$ cat src/design/pfa_pkg.sv
`timescale 1ns / 1ps
// ----------------------------------------------------------------------------
// pfa_pkg
// Shared types and constants of the page map fit allocator.
// ----------------------------------------------------------------------------
package pfa_pkg;

    localparam int NUM_PAGES = 32;
    localparam int IDX_W     = $clog2(NUM_PAGES);
    localparam int CNT_W     = $clog2(NUM_PAGES + 1);
    localparam int RUN_W     = $clog2(NUM_PAGES / 2 + 1);
    localparam int REQ_W     = 6;

    typedef logic [7:0] owner_t;

    localparam owner_t FREE_OWNER = 8'd0;

    // request kinds
    localparam logic CMD_ALLOC = 1'b0;
    localparam logic CMD_FREE  = 1'b1;

    // result status codes
    localparam logic [1:0] STAT_OK          = 2'd0;
    localparam logic [1:0] STAT_RUNNING     = 2'd1;
    localparam logic [1:0] STAT_NO_MEM      = 2'd2;
    localparam logic [1:0] STAT_NOT_RUNNING = 2'd3;

    typedef struct packed {
        logic clear;
        logic step;
        logic flush;
    } trk_ctrl_t;

    typedef struct packed {
        logic             best_found;
        logic [IDX_W-1:0] best_start;
        logic [CNT_W-1:0] match_cnt;
        logic [RUN_W-1:0] runs;
    } trk_stat_t;

endpackage

$ cat src/design/pfa_page_mem.sv
`timescale 1ns / 1ps
// ----------------------------------------------------------------------------
// pfa_page_mem
// Page owner store: one write and one registered read port a cycle.
// Per-entry valid bits make unwritten pages read as free after reset.
// ----------------------------------------------------------------------------
module pfa_page_mem (
    input  logic                       aclk,
    input  logic                       aresetn,
    input  logic                       we,
    input  logic [pfa_pkg::IDX_W-1:0]  waddr,
    input  pfa_pkg::owner_t            wdata,
    input  logic [pfa_pkg::IDX_W-1:0]  raddr,
    output pfa_pkg::owner_t            rdata
);
    import pfa_pkg::*;

    owner_t               mem [NUM_PAGES];
    logic [NUM_PAGES-1:0] valid_reg;
    owner_t               rd_word_reg;
    logic                 rd_valid_reg;

    always_ff @(posedge aclk) begin
        if (we) begin
            mem[waddr] <= wdata;
        end
        rd_word_reg <= mem[raddr];
    end

    always_ff @(posedge aclk) begin
        if (!aresetn) begin
            valid_reg    <= '0;
            rd_valid_reg <= 1'b0;
        end else begin
            if (we) begin
                valid_reg[waddr] <= 1'b1;
            end
            rd_valid_reg <= valid_reg[raddr];
        end
    end

    assign rdata = rd_valid_reg ? rd_word_reg : FREE_OWNER;

endmodule

$ cat src/design/pfa_run_tracker.sv
`timescale 1ns / 1ps
// ----------------------------------------------------------------------------
// pfa_run_tracker
// Shared scan unit: takes one page owner a cycle, tracks free runs and
// the chosen fit, counts pages owned by the id and counts occupied runs.
// ----------------------------------------------------------------------------
module pfa_run_tracker (
    input  logic                       aclk,
    input  logic                       aresetn,
    input  pfa_pkg::trk_ctrl_t         ctrl,
    input  pfa_pkg::owner_t            owner,
    input  logic [pfa_pkg::IDX_W-1:0]  idx,
    input  pfa_pkg::owner_t            id,
    input  logic [pfa_pkg::REQ_W-1:0]  need,
    input  logic                       fit_mode,
    output pfa_pkg::trk_stat_t         stat
);
    import pfa_pkg::*;

    logic             prev_used_reg,  prev_used_next;
    logic [IDX_W-1:0] run_start_reg,  run_start_next;
    logic [CNT_W-1:0] run_len_reg,    run_len_next;
    logic             best_found_reg, best_found_next;
    logic [IDX_W-1:0] best_start_reg, best_start_next;
    logic [CNT_W-1:0] best_len_reg,   best_len_next;
    logic [CNT_W-1:0] match_cnt_reg,  match_cnt_next;
    logic [RUN_W-1:0] runs_reg,       runs_next;

    logic used;
    logic is_match;
    logic cand_ok;

    always_comb begin
        // flush acts as a used page past the end, closing the last free run
        used     = ctrl.flush | (owner != FREE_OWNER);
        is_match = (id != FREE_OWNER) && (owner == id);
        cand_ok  = (run_len_reg >= CNT_W'(need)) &&
                   (!best_found_reg ||
                    (!fit_mode && (run_len_reg < best_len_reg)) ||
                    ( fit_mode && (run_len_reg > best_len_reg)));

        prev_used_next  = prev_used_reg;
        run_start_next  = run_start_reg;
        run_len_next    = run_len_reg;
        best_found_next = best_found_reg;
        best_start_next = best_start_reg;
        best_len_next   = best_len_reg;
        match_cnt_next  = match_cnt_reg;
        runs_next       = runs_reg;

        if (ctrl.clear) begin
            prev_used_next  = 1'b0;
            run_start_next  = '0;
            run_len_next    = '0;
            best_found_next = 1'b0;
            best_start_next = '0;
            best_len_next   = '0;
            match_cnt_next  = '0;
            runs_next       = '0;
        end else if (ctrl.step || ctrl.flush) begin
            if (used) begin
                // strict compare keeps the lowest start on ties
                if ((run_len_reg != '0) && cand_ok) begin
                    best_found_next = 1'b1;
                    best_start_next = run_start_reg;
                    best_len_next   = run_len_reg;
                end
                run_len_next = '0;
            end else begin
                if (run_len_reg == '0) begin
                    run_start_next = idx;
                end
                run_len_next = run_len_reg + CNT_W'(1);
            end
            if (ctrl.step) begin
                prev_used_next = used;
                if (used && !prev_used_reg) begin
                    runs_next = runs_reg + RUN_W'(1);
                end
                if (is_match) begin
                    match_cnt_next = match_cnt_reg + CNT_W'(1);
                end
            end
        end
    end

    always_ff @(posedge aclk) begin
        if (!aresetn) begin
            prev_used_reg  <= 1'b0;
            run_start_reg  <= '0;
            run_len_reg    <= '0;
            best_found_reg <= 1'b0;
            best_start_reg <= '0;
            best_len_reg   <= '0;
            match_cnt_reg  <= '0;
            runs_reg       <= '0;
        end else begin
            prev_used_reg  <= prev_used_next;
            run_start_reg  <= run_start_next;
            run_len_reg    <= run_len_next;
            best_found_reg <= best_found_next;
            best_start_reg <= best_start_next;
            best_len_reg   <= best_len_next;
            match_cnt_reg  <= match_cnt_next;
            runs_reg       <= runs_next;
        end
    end

    assign stat.best_found = best_found_reg;
    assign stat.best_start = best_start_reg;
    assign stat.match_cnt  = match_cnt_reg;
    assign stat.runs       = runs_reg;

endmodule

$ cat src/design/page_map_fit_allocator.sv
`timescale 1ns / 1ps
// ----------------------------------------------------------------------------
// page_map_fit_allocator
// Contiguous page allocator over a 32-page owner map, best or worst fit.
// ----------------------------------------------------------------------------
//  channel   dir  signals                        contents
//  s_        in   s_tvalid s_tready s_tdata      request: cmd, prog_id, req_units
//                 s_tuser
//  m_        out  m_tvalid m_tready m_tdata      result: status, start, units,
//                                                groups of four, fragments
//  cfg_      in   cfg_wr_en cfg_wr_data          fit_mode
//
// A request makes one scan pass over the page memory (one read a cycle), the
// req_units page writes of a successful allocate, and a second pass counting
// occupied runs. Ready only while idle.
// Reset clears the map (valid bits) and fit_mode; no clearing pass.
// A stalled result holds in the output register; the next request is
// taken meanwhile and waits at its end for the register to empty.
// ----------------------------------------------------------------------------
module page_map_fit_allocator (
    input  logic        aclk,
    input  logic        aresetn,
    input  logic        cfg_wr_en,
    input  logic        cfg_wr_data,
    input  logic        s_tvalid,
    output logic        s_tready,
    input  logic [15:0] s_tdata,   // prog_id[7:0], req_units[13:8], zero fill
    input  logic [0:0]  s_tuser,   // cmd[0]
    output logic        m_tvalid,
    input  logic        m_tready,
    output logic [23:0] m_tdata    // status[1:0], start_page[6:2],
                                   // units_changed[12:7],
                                   // groups_of_four[16:13],
                                   // fragment_count[21:17], zero fill
);
    import pfa_pkg::*;

    typedef enum logic [8:0] {
        S_IDLE      = 9'b000000001,
        S_SCAN      = 9'b000000010,
        S_SCAN_END  = 9'b000000100,
        S_FLUSH     = 9'b000001000,
        S_DECIDE    = 9'b000010000,
        S_WRITE     = 9'b000100000,
        S_COUNT     = 9'b001000000,
        S_COUNT_END = 9'b010000000,
        S_OUT       = 9'b100000000
    } state_t;

    state_t           state_reg,    state_next;
    logic [IDX_W-1:0] addr_reg,     addr_next;
    logic             rd_pend_reg,  rd_pend_next;
    logic             m_tvalid_reg, m_tvalid_next;
    logic             fit_mode_reg;

    logic [IDX_W-1:0] rd_idx_reg;
    logic             cmd_reg;
    owner_t           id_reg;
    logic [REQ_W-1:0] need_reg;
    logic [IDX_W-1:0] wr_idx_reg,   wr_idx_next;
    logic [REQ_W-1:0] wr_left_reg,  wr_left_next;
    logic [1:0]       res_status_reg, res_status_next;
    logic [4:0]       res_start_reg,  res_start_next;
    logic [5:0]       res_units_reg,  res_units_next;
    logic [23:0]      m_tdata_reg,    m_tdata_next;

    logic             accept;
    logic             out_load;
    logic [6:0]       gsum;
    trk_ctrl_t        trk_ctrl;
    trk_stat_t        trk_stat;
    owner_t           rd_owner;
    logic             mem_we;
    logic [IDX_W-1:0] mem_waddr;
    owner_t           mem_wdata;

    pfa_page_mem u_mem (
        .aclk    (aclk),
        .aresetn (aresetn),
        .we      (mem_we),
        .waddr   (mem_waddr),
        .wdata   (mem_wdata),
        .raddr   (addr_reg),
        .rdata   (rd_owner)
    );

    pfa_run_tracker u_trk (
        .aclk     (aclk),
        .aresetn  (aresetn),
        .ctrl     (trk_ctrl),
        .owner    (rd_owner),
        .idx      (rd_idx_reg),
        .id       (id_reg),
        .need     (need_reg),
        .fit_mode (fit_mode_reg),
        .stat     (trk_stat)
    );

    assign s_tready = (state_reg == S_IDLE);
    assign accept   = s_tvalid & s_tready;
    assign m_tvalid = m_tvalid_reg;
    assign m_tdata  = m_tdata_reg;

    always_comb begin
        state_next      = state_reg;
        addr_next       = addr_reg;
        rd_pend_next    = (state_reg == S_SCAN) || (state_reg == S_COUNT);
        wr_idx_next     = wr_idx_reg;
        wr_left_next    = wr_left_reg;
        res_status_next = res_status_reg;
        res_start_next  = res_start_reg;
        res_units_next  = res_units_reg;
        out_load        = 1'b0;
        trk_ctrl        = '0;
        trk_ctrl.step   = rd_pend_reg;
        mem_we          = 1'b0;
        mem_waddr       = rd_idx_reg;
        mem_wdata       = FREE_OWNER;
        gsum            = 7'(res_units_reg) + 7'd3;

        // free: release matching pages as the scan passes them
        if (rd_pend_reg && ((state_reg == S_SCAN) || (state_reg == S_SCAN_END)) &&
            (cmd_reg == CMD_FREE) && (id_reg != FREE_OWNER) && (rd_owner == id_reg)) begin
            mem_we = 1'b1;
        end

        case (state_reg)
            S_IDLE: begin
                if (s_tvalid) begin
                    trk_ctrl.clear = 1'b1;
                    addr_next      = '0;
                    state_next     = S_SCAN;
                end
            end
            S_SCAN: begin
                addr_next = addr_reg + IDX_W'(1);
                if (addr_reg == IDX_W'(NUM_PAGES - 1)) begin
                    state_next = S_SCAN_END;
                end
            end
            S_SCAN_END: begin
                state_next = S_FLUSH;
            end
            S_FLUSH: begin
                trk_ctrl.flush = 1'b1;
                state_next     = S_DECIDE;
            end
            S_DECIDE: begin
                res_start_next = '0;
                res_units_next = '0;
                state_next     = S_COUNT;
                if (cmd_reg == CMD_ALLOC) begin
                    if ((id_reg == FREE_OWNER) || (trk_stat.match_cnt != '0)) begin
                        res_status_next = STAT_RUNNING;
                    end else if ((need_reg == '0) || !trk_stat.best_found) begin
                        res_status_next = STAT_NO_MEM;
                    end else begin
                        res_status_next = STAT_OK;
                        res_start_next  = 5'(trk_stat.best_start);
                        res_units_next  = 6'(need_reg);
                        wr_idx_next     = trk_stat.best_start;
                        wr_left_next    = need_reg;
                        state_next      = S_WRITE;
                    end
                end else begin
                    res_units_next  = 6'(trk_stat.match_cnt);
                    res_status_next = (trk_stat.match_cnt != '0) ? STAT_OK
                                                                 : STAT_NOT_RUNNING;
                end
                if (state_next == S_COUNT) begin
                    trk_ctrl.clear = 1'b1;
                    addr_next      = '0;
                end
            end
            S_WRITE: begin
                mem_we       = 1'b1;
                mem_waddr    = wr_idx_reg;
                mem_wdata    = id_reg;
                wr_idx_next  = wr_idx_reg + IDX_W'(1);
                wr_left_next = wr_left_reg - REQ_W'(1);
                if (wr_left_reg == REQ_W'(1)) begin
                    trk_ctrl.clear = 1'b1;
                    addr_next      = '0;
                    state_next     = S_COUNT;
                end
            end
            S_COUNT: begin
                addr_next = addr_reg + IDX_W'(1);
                if (addr_reg == IDX_W'(NUM_PAGES - 1)) begin
                    state_next = S_COUNT_END;
                end
            end
            S_COUNT_END: begin
                state_next = S_OUT;
            end
            S_OUT: begin
                if (!m_tvalid_reg || m_tready) begin
                    out_load   = 1'b1;
                    state_next = S_IDLE;
                end
            end
            default: begin
                state_next = S_IDLE;
            end
        endcase

        m_tvalid_next = m_tvalid_reg;
        if (m_tvalid_reg && m_tready) begin
            m_tvalid_next = 1'b0;
        end
        if (out_load) begin
            m_tvalid_next = 1'b1;
        end

        m_tdata_next = {2'b00, 5'(trk_stat.runs), gsum[5:2],
                        res_units_reg, res_start_reg, res_status_reg};
    end

    always_ff @(posedge aclk) begin
        if (!aresetn) begin
            state_reg    <= S_IDLE;
            addr_reg     <= '0;
            rd_pend_reg  <= 1'b0;
            m_tvalid_reg <= 1'b0;
            fit_mode_reg <= 1'b0;
        end else begin
            state_reg    <= state_next;
            addr_reg     <= addr_next;
            rd_pend_reg  <= rd_pend_next;
            m_tvalid_reg <= m_tvalid_next;
            if (cfg_wr_en) begin
                fit_mode_reg <= cfg_wr_data;
            end
        end
    end

    always_ff @(posedge aclk) begin
        rd_idx_reg     <= addr_reg;
        wr_idx_reg     <= wr_idx_next;
        wr_left_reg    <= wr_left_next;
        res_status_reg <= res_status_next;
        res_start_reg  <= res_start_next;
        res_units_reg  <= res_units_next;
        if (accept) begin
            cmd_reg  <= s_tuser[0];
            id_reg   <= s_tdata[7:0];
            need_reg <= s_tdata[13:8];
        end
        if (out_load) begin
            m_tdata_reg <= m_tdata_next;
        end
    end

`ifndef SYNTHESIS
    a_write_in_range: assert property (@(posedge aclk) disable iff (!aresetn)
        (state_reg == S_WRITE) |->
        ((7'(wr_idx_reg) + 7'(wr_left_reg)) <= 7'(NUM_PAGES)))
        else $error("allocation write runs past the page map");

    a_release_only_on_free: assert property (@(posedge aclk) disable iff (!aresetn)
        (mem_we && (mem_wdata == FREE_OWNER)) |->
        ((cmd_reg == CMD_FREE) && (id_reg != FREE_OWNER)))
        else $error("page released outside a free request");

    a_ok_iff_units: assert property (@(posedge aclk) disable iff (!aresetn)
        m_tvalid_reg |-> ((m_tdata_reg[1:0] == STAT_OK) == (m_tdata_reg[12:7] != '0)))
        else $error("status and units changed disagree");

    a_busy_after_accept: assert property (@(posedge aclk) disable iff (!aresetn)
        accept |=> !s_tready)
        else $error("request taken while another is in progress");
`endif

endmodule
$ cat config.mk
export PLATFORM = sky130hd
export DESIGN_NAME = page_map_fit_allocator
export DESIGN_NICKNAME = d
export VERILOG_FILES = /design/src/design/pfa_pkg.sv /design/src/design/pfa_page_mem.sv /design/src/design/pfa_run_tracker.sv /design/src/design/page_map_fit_allocator.sv
export SDC_FILE = /design/constraint.sdc
export NUM_CORES = 1
export LEC_CHECK = 0
export ABC_AREA = 1
export BUFFER_PORTS_ARGS = -buffer_cell sky130_fd_sc_hd__buf_2
export CORE_UTILIZATION = 62
export DETAILED_ROUTE_END_ITERATION = 16
export PLACE_DENSITY_LB_ADDON = 0.25
export SYNTH_ARGS = -nofsm -noshare
export SYNTH_HDL_FRONTEND = slang
export SYNTH_SLANG_ARGS = --single-unit
$ cat constraint.sdc
create_clock -name aclk -period 2.7 [get_ports aclk]
set_input_delay 0.135 -clock aclk [delete_from_list [all_inputs] [get_ports aclk]]
set_output_delay 0.135 -clock aclk [all_outputs]
set_load 0.005 [all_outputs]
* Yosys cells after proc, flatten, opt, wreduce, memory -nomap -nowiden
Memory sizes are Yosys's and may differ from the RTL's. A register that Yosys moved wholly into a read port is not among the register bits.
Cells that the tools add are included.
** Word-level totals
- Word-level logic and storage cells :: 161
- Flip-flop bits (word level) :: 151
- Bits in writable memories :: 256
- Memories :: 1
** Cells by class
- Multiplexer cells :: 50
- Bitwise logic cells :: 5
- Equal/unequal tests :: 22
- Add/subtract/negate cells :: 7
- Magnitude comparators :: 6
- Reductions and logical operators :: 45
** Memory list
- u_mem.mem :: depth 32, width 8, read ports 1, clocked after memory_dff 1, write ports 1, RTL line pfa_page_mem.sv:18 : owner_t mem [NUM_PAGES];
** Operators with widths (count)
- $pmux W9 S9 :: 1
- $mux W9 :: 6
- $mux W6 :: 7
- $mux W5 :: 7
- $or A32 B32 Y32 :: 1
- $mux W7 :: 3
- $pmux W5 S4 :: 1
- $eq A9 B7 Y1 const B :: 2
- $mux W8 :: 2
- $reduce_bool A8 Y1 :: 2
- $add A5 B1 Y5 const B :: 3
- $mux W1 :: 14
- $ne A2 B2 Y1 const B :: 7
- $add A6 B1 Y6 const B :: 2
- $logic_and A1 B1 Y1 :: 12
- $logic_not A6 Y1 :: 2
- $lt A5 B6 Y1 const B :: 2
- $pmux W6 S2 :: 1
- $reduce_and A3 Y1 :: 4
- $reduce_bool A6 Y1 :: 2
- $pmux W5 S2 :: 1
- $eq A9 B1 Y1 const B :: 1
- $eq A9 B2 Y1 const B :: 1
- $eq A9 B3 Y1 const B :: 1
- other kinds (32) :: 50

* Depth between registers and ports, before layout
- Depth after elaboration :: 10
- Mapped depth :: 13
- Gate-level depth less buffers :: 12

* By module
From an unflattened synthesis, not the netlist that was laid out.
** Unflattened totals
- Cell total of the unflattened synthesis :: 1796
- Area, all modules :: 17824.6 um2
** Modules (own cells, without submodules)
- pfa_page_mem :: times used 1, area each 12005.3 um2, cells an instance 1110
- page_map_fit_allocator :: times used 1, area each 3747.3 um2, cells an instance 378
- pfa_run_tracker :: times used 1, area each 2072.0 um2, cells an instance 308

* Worst setup path after synthesis
OpenSTA, ideal clock, no wires.
- Path kind :: register to register
- Start :: register u_mem.rd_valid_reg
- End :: memory u_mem.mem[18][0] (netlist name) (enable)
- Required time :: 2.315 ns
- Stages on the path, launching flop included :: 11
- Arrival time :: 1.924 ns
- Library setup time :: 0.385 ns
- Slack :: 0.390 ns
- Path buffers :: 2
- Cells stage by stage :: dfxtp_1 -> buf_6 -> buf_6 -> nand3_1 -> nand2_1 -> nor2_1 -> nand2_1 -> nor2_2 -> nand3_4 -> nand2_8 -> nor3b_1
** On the way
- Longest elaborated chain between the ends :: 7
** Ends and longest elaborated chain
- start: declaration :: RTL line pfa_page_mem.sv:21 : logic rd_valid_reg;
- start signal: assignment :: RTL line pfa_page_mem.sv:38 : rd_valid_reg <= valid_reg[raddr];
- $mux W8 :: RTL line pfa_page_mem.sv:42 : assign rdata = rd_valid_reg ? rd_word_reg : FREE_OWNER;
- $eq A8 B8 Y1 :: RTL line page_map_fit_allocator.sv:123 : (cmd_reg == CMD_FREE) && (id_reg != FREE_OWNER) && (rd_owner == id_reg)) begin
- $logic_and A1 B1 Y1 :: RTL line page_map_fit_allocator.sv:123
- $mux W1 :: RTL line page_map_fit_allocator.sv:122 : if (rd_pend_reg && ((state_reg == S_SCAN) || (state_reg == S_SCAN_END)) &&
- $mux W1 :: RTL line page_map_fit_allocator.sv:127 : case (state_reg)
- $mux W1 :: RTL line pfa_page_mem.sv:24 : if (we) begin
- $mux W1 (not written as such) :: RTL line pfa_page_mem.sv:25 : mem[waddr] <= wdata;
- end: declaration :: RTL line pfa_page_mem.sv:18
No other way between the ends.

* Worst setup path in the final report
- Start :: register state_reg[6]
- End :: memory u_mem.mem[21][7] (netlist name) (enable)
** On the way
- Longest elaborated chain between the ends :: 10
- Elaborated cells on any way between the ends :: 13
** Ends and longest elaborated chain
- start: declaration :: RTL line page_map_fit_allocator.sv:50 : state_t state_reg, state_next;
- start signal: assignment :: RTL line page_map_fit_allocator.sv:227 : state_reg <= state_next;
- $eq A9 B2 Y1 or $eq A9 B3 Y1 (tied branches) :: RTL line page_map_fit_allocator.sv:122
- $logic_or A1 B1 Y1 :: RTL line page_map_fit_allocator.sv:122
- $logic_and A1 B1 Y1 (2 in a row) :: RTL line page_map_fit_allocator.sv:122
- $logic_and A1 B1 Y1 (2 in a row) :: RTL line page_map_fit_allocator.sv:123
- $mux W1 :: RTL line page_map_fit_allocator.sv:122
- $mux W1 :: RTL line page_map_fit_allocator.sv:127
- $mux W1 :: RTL line pfa_page_mem.sv:24
- $mux W1 (not written as such) :: RTL line pfa_page_mem.sv:25
Parallel ways exist; a longest one is shown, timed or not.

==> run_results.csv <==
group,metric,value,unit
run_status,outcome,"completed",
sta,rsz0062_at_grt,"false",
power,pwr-share-comb,11.9,%
global_route,antenna_found_initial,0,
clock_tree,cts_sinks,415,
die,start_util,63.6,%
sta,max_freq,394,MHz
synthesis,synth_warnings,0,
sta,worst_clock_skew,0.0101,ns
route,wire_per_inst,18.5,microns
power,p_leak,6.79,nW
synthesis,syn_area,0.0178,sq mm
cells_and_area,final_area,0.0203,sq mm
synthesis,synth_ff_type,"edfxtp_1",
synthesis,synth_cell_types,43,
clock_tree,h-tree-depth,2,
flow_run,maxCapViolCount,0,
setup_path,cp.required,2.95,ns
sta,hold_viol,0,
sta,layout_min_cycle_time,2.54,ns
setup_path,critPathMaxFanout,8,
die,die_y,172,microns
route,final_antenna_net_count,0,
synthesis,yosys.area.top_type,"edfxtp_1",
placed_design,place_area,0.0188,sq mm
setup_path,cp-end-kind,"register",
global_route,grt_pass1_wl,63.9,mm
die,io-pin-count,49,
setup_path,criticalPathCategory,"register to register",
cells_and_area,regArea,0.0115,sq mm
min_path,hold_path_end,"u_trk.best_start_reg[4]",
power,clkPwrFrac,38.6,%
cells_and_area,diodes,0,
min_path,min_path_type,"primary input to register",
cells_and_area,nFillCells,1948,
die,fp.dieArea,0.0294,sq mm
sta,setup_tns,0,ns
die,num_rows,61,
setup_path,rrSetupSlack,0.16,ns
route,drc,0,
power,finalPower,14.5,mW
clock_tree,clk_pin_slew_worst_paths,0.06,ns
setup_path,r2r_end,"u_mem.mem[21][7]",
global_route,grt_pass1_vias,12056,
power,swShare,26.2,%
cells_and_area,area_growth,14.0,%
min_path,whs_path_depth,6,
clock_tree,cts-root-buf,"clkbuf_16",
clock_tree,clockBufferDepth,3,
power,p_per_area,714,mW/mm^2
power,p_sw,3.80,mW
clock_tree,clk-insertion-delay-late,0.54,ns
setup_path,crit-reg2reg-launch,"state_reg[6]",
synthesis,async_flop_share,0,%
sta,slew_headroom,54.9,%
placed_design,post-dp-hpwl,26.2,mm
setup_path,worstSetupStartpointType,"register",
clock_tree,cts_made_buffers,42,
cells_and_area,largest_reg_flops,256,
setup_path,cpLargestDelayFamily,"simple AND/OR/NAND/NOR gates",
setup_path,arrival,2.79,ns
die,die_w,172,microns
synthesis,seq_area_frac_synth,64.4,%
cells_and_area,multi_input_area,0.00544,sq mm
route,via_count,12863,
synthesis,synth_cells,1721,
sta,fin_crit_sh,94.0,%
setup_path,slowest_delay,0.35,ns
placed_design,portBuffers,44,
global_route,grt.total_usage,28.7,%
synthesis,synth.top_cell.area_share,53.4,%
die,core,0.0280,sq mm
synthesis,synth_area_leaders,"edfxtp_1 53%, dfxtp_1 11%, nor2_1 6.3%, o21ai_0 4.9%, nand2_1 4.5%",
setup_path,crit_chain,"nor2_4, nand2_4, nor2_4, o21ai_1, nor2_1, nand3_4, nand2_8, nand3_2, nor2_1, buf_4",
cells_and_area,drive_gt1_share,12.9,%
synthesis,synth_edf_count,317,
sta,tightest_slew,0.676,ns
sta,holdWs,0.221,ns
global_route,grt_max_degree,69,
min_path,min_from,"s_tvalid",
setup_path,crit_buf_inv,1,
power,pwr-share-seq,49.4,%
setup_path,r2r_cells,10,
global_route,overflow,0,
synthesis,avgSynthCellArea,10.4,sq um
route,dr.pass1.iters,6,
clock_tree,cts_tree,"built",
route,wl,41.4,mm
power,intPower,10.7,mW
placed_design,globalplace.congestion,0.939,
synthesis,ys_seq_elements,415,
route,via_per_inst,5.76,
sta,maxSlewViolCount,0,
route,drt_iter0_markers,1422,
power,vdd_drop_max,0.998,mV
cells_and_area,fin_nets,1866,
sta,setup_viol,0,
setup_path,crit_path_top_delay_cell,"dfxtp_1",
## metrics by stage
step | utilization, % | cells | worst slack [ns]
after global placement | 67.0 | 2135 | 0.165
after global routing | 72.5 | 2233 | 0.0227
after CTS | 72.5 | 2233 | 0.0764
after detailed placement | 67.0 | 2135 | 0.111
final | 72.5 | 2233 | 0.163
after floorplan | - | 1722 | 0.390
## layout make-up
| cell class | instances | share of cell area, % |
|---|---|---|
| inverter | 144 | 2.67 |
| sequential | 415 | 56.6 |
| clock buffer | 56 | 5.69 |
| timing repair buffer | 136 | 5.12 |
| clock inverter | 22 | 0.869 |
| tap | 378 | 2.33 |
| multi-input combinational | 1082 | 26.8 |
## cells in the mapped netlist (2+ instances only)
| cell type | count |
|---|---|
| a21oi_1 | 95 |
| buf_2 | 15 |
| a31oi_1 | 2 |
| edfxtp_1 | 317 |
| nor2_2 | 7 |
| ha_1 | 22 |
| nand4_1 | 25 |
| inv_1 | 137 |
| nand2_1 | 214 |
| nor2_1 | 301 |
| dfxtp_1 | 98 |
| nand3_1 | 88 |
| xnor2_1 | 8 |
| buf_4 | 4 |
| o21ai_0 | 176 |
| buf_6 | 7 |
| o22ai_1 | 41 |
| nand2_2 | 9 |
| nand3_2 | 14 |
| nor3_1 | 5 |
| xor2_1 | 16 |
| nand2_4 | 2 |
| clkbuf_1 | 54 |
| o221ai_1 | 5 |
| nand3b_1 | 4 |
| nor2_4 | 5 |
| inv_2 | 5 |
| o211ai_1 | 29 |
| clkinv_1 | 2 |
## repair_timing
action | 4_1_cts | 5_1_grt
endpoints found under the hold margin | 24 | 0
resized for setup | 0 | 2
setup endpoints to repair | 0 | 199
setup buffers | 0 | 0
hold buffers | 20 | 0
## placed cells by master, fill, tap and decap left out, drive strengths merged
master and count:
nor3 5, clkbuf 56, clkinv 19, o221ai 5
edfxtp 317, or2 1, and3 1, ha 22
o31ai 1, o22ai 41, conb 2, nor2 313
nand3 103, bufinv 2, o211ai 29, clkinvlp 2
o21bai 1, a31oi 2, dlygate4sd3 20, a21oi 95
xnor2 8, nand2 226, inv 143, xor2 17
buf 116, nor3b 2, nand4 25, nand3b 4
o21ai 178, dfxtp 98, a21boi 1
## routing by layer
metal  share of wire (%)  GRT usage, %  vias up
met1                  40          36.9     6063
met4                 4.0          12.0        0
met2                  49          48.7      532
met3                 7.4          4.30      126
li1                    -             -     6142
met5                   0             0        -
## worst reg2reg max path, delay by kind of cell, from the launching register on
family	cells	cell delay [ns]
buf+inv	1	0.21
flops	1	0.35
simple gates	8	1.50
compound gates	1	0.17
## kinds of logic (layout without fill, tap and decap cells)
family / Yosys count / count (layout) / share of synthesized area, %
compound gates: 353 / 353 / 10.8
buf+inv: 225 / 358 / 5.22
other cells: 1 / 2 / 0.0210
simple gates: 680 / 680 / 16.7
fa+ha+maj: 22 / 22 / 1.54
xor+xnor: 25 / 25 / 1.27
flops: 415 / 415 / 64.4
## worst max-delay path by stage
stage / from / endpoint / slack, ns / cells after the start
floorplan: u_mem.rd_valid_reg / u_mem.mem[18][0] / 0.39 / 10
global placement: u_mem.rd_valid_reg / u_mem.mem[21][6] / 0.16 / 11
detailed placement: u_mem.rd_valid_reg / u_mem.mem[21][7] / 0.11 / 9
CTS: u_mem.rd_valid_reg / u_mem.mem[21][7] / 0.08 / 11
global route: u_mem.rd_valid_reg / u_mem.mem[21][0] / 0.02 / 11
finish: state_reg[6] / u_mem.mem[21][7] / 0.16 / 10
## power groups by stage
stage,combinational [mW],sequential [mW],clock (mW)
6_report,1.73,7.16,5.60
5_1_grt,1.91,7.18,5.88
2_1_floorplan,1.23,7.23,0
3_3_place_gp,1.63,7.29,0
4_1_cts,1.71,7.16,5.65
3_5_place_dp,1.66,7.29,0
Note: power is estimated with default switching activity, not from simulation.
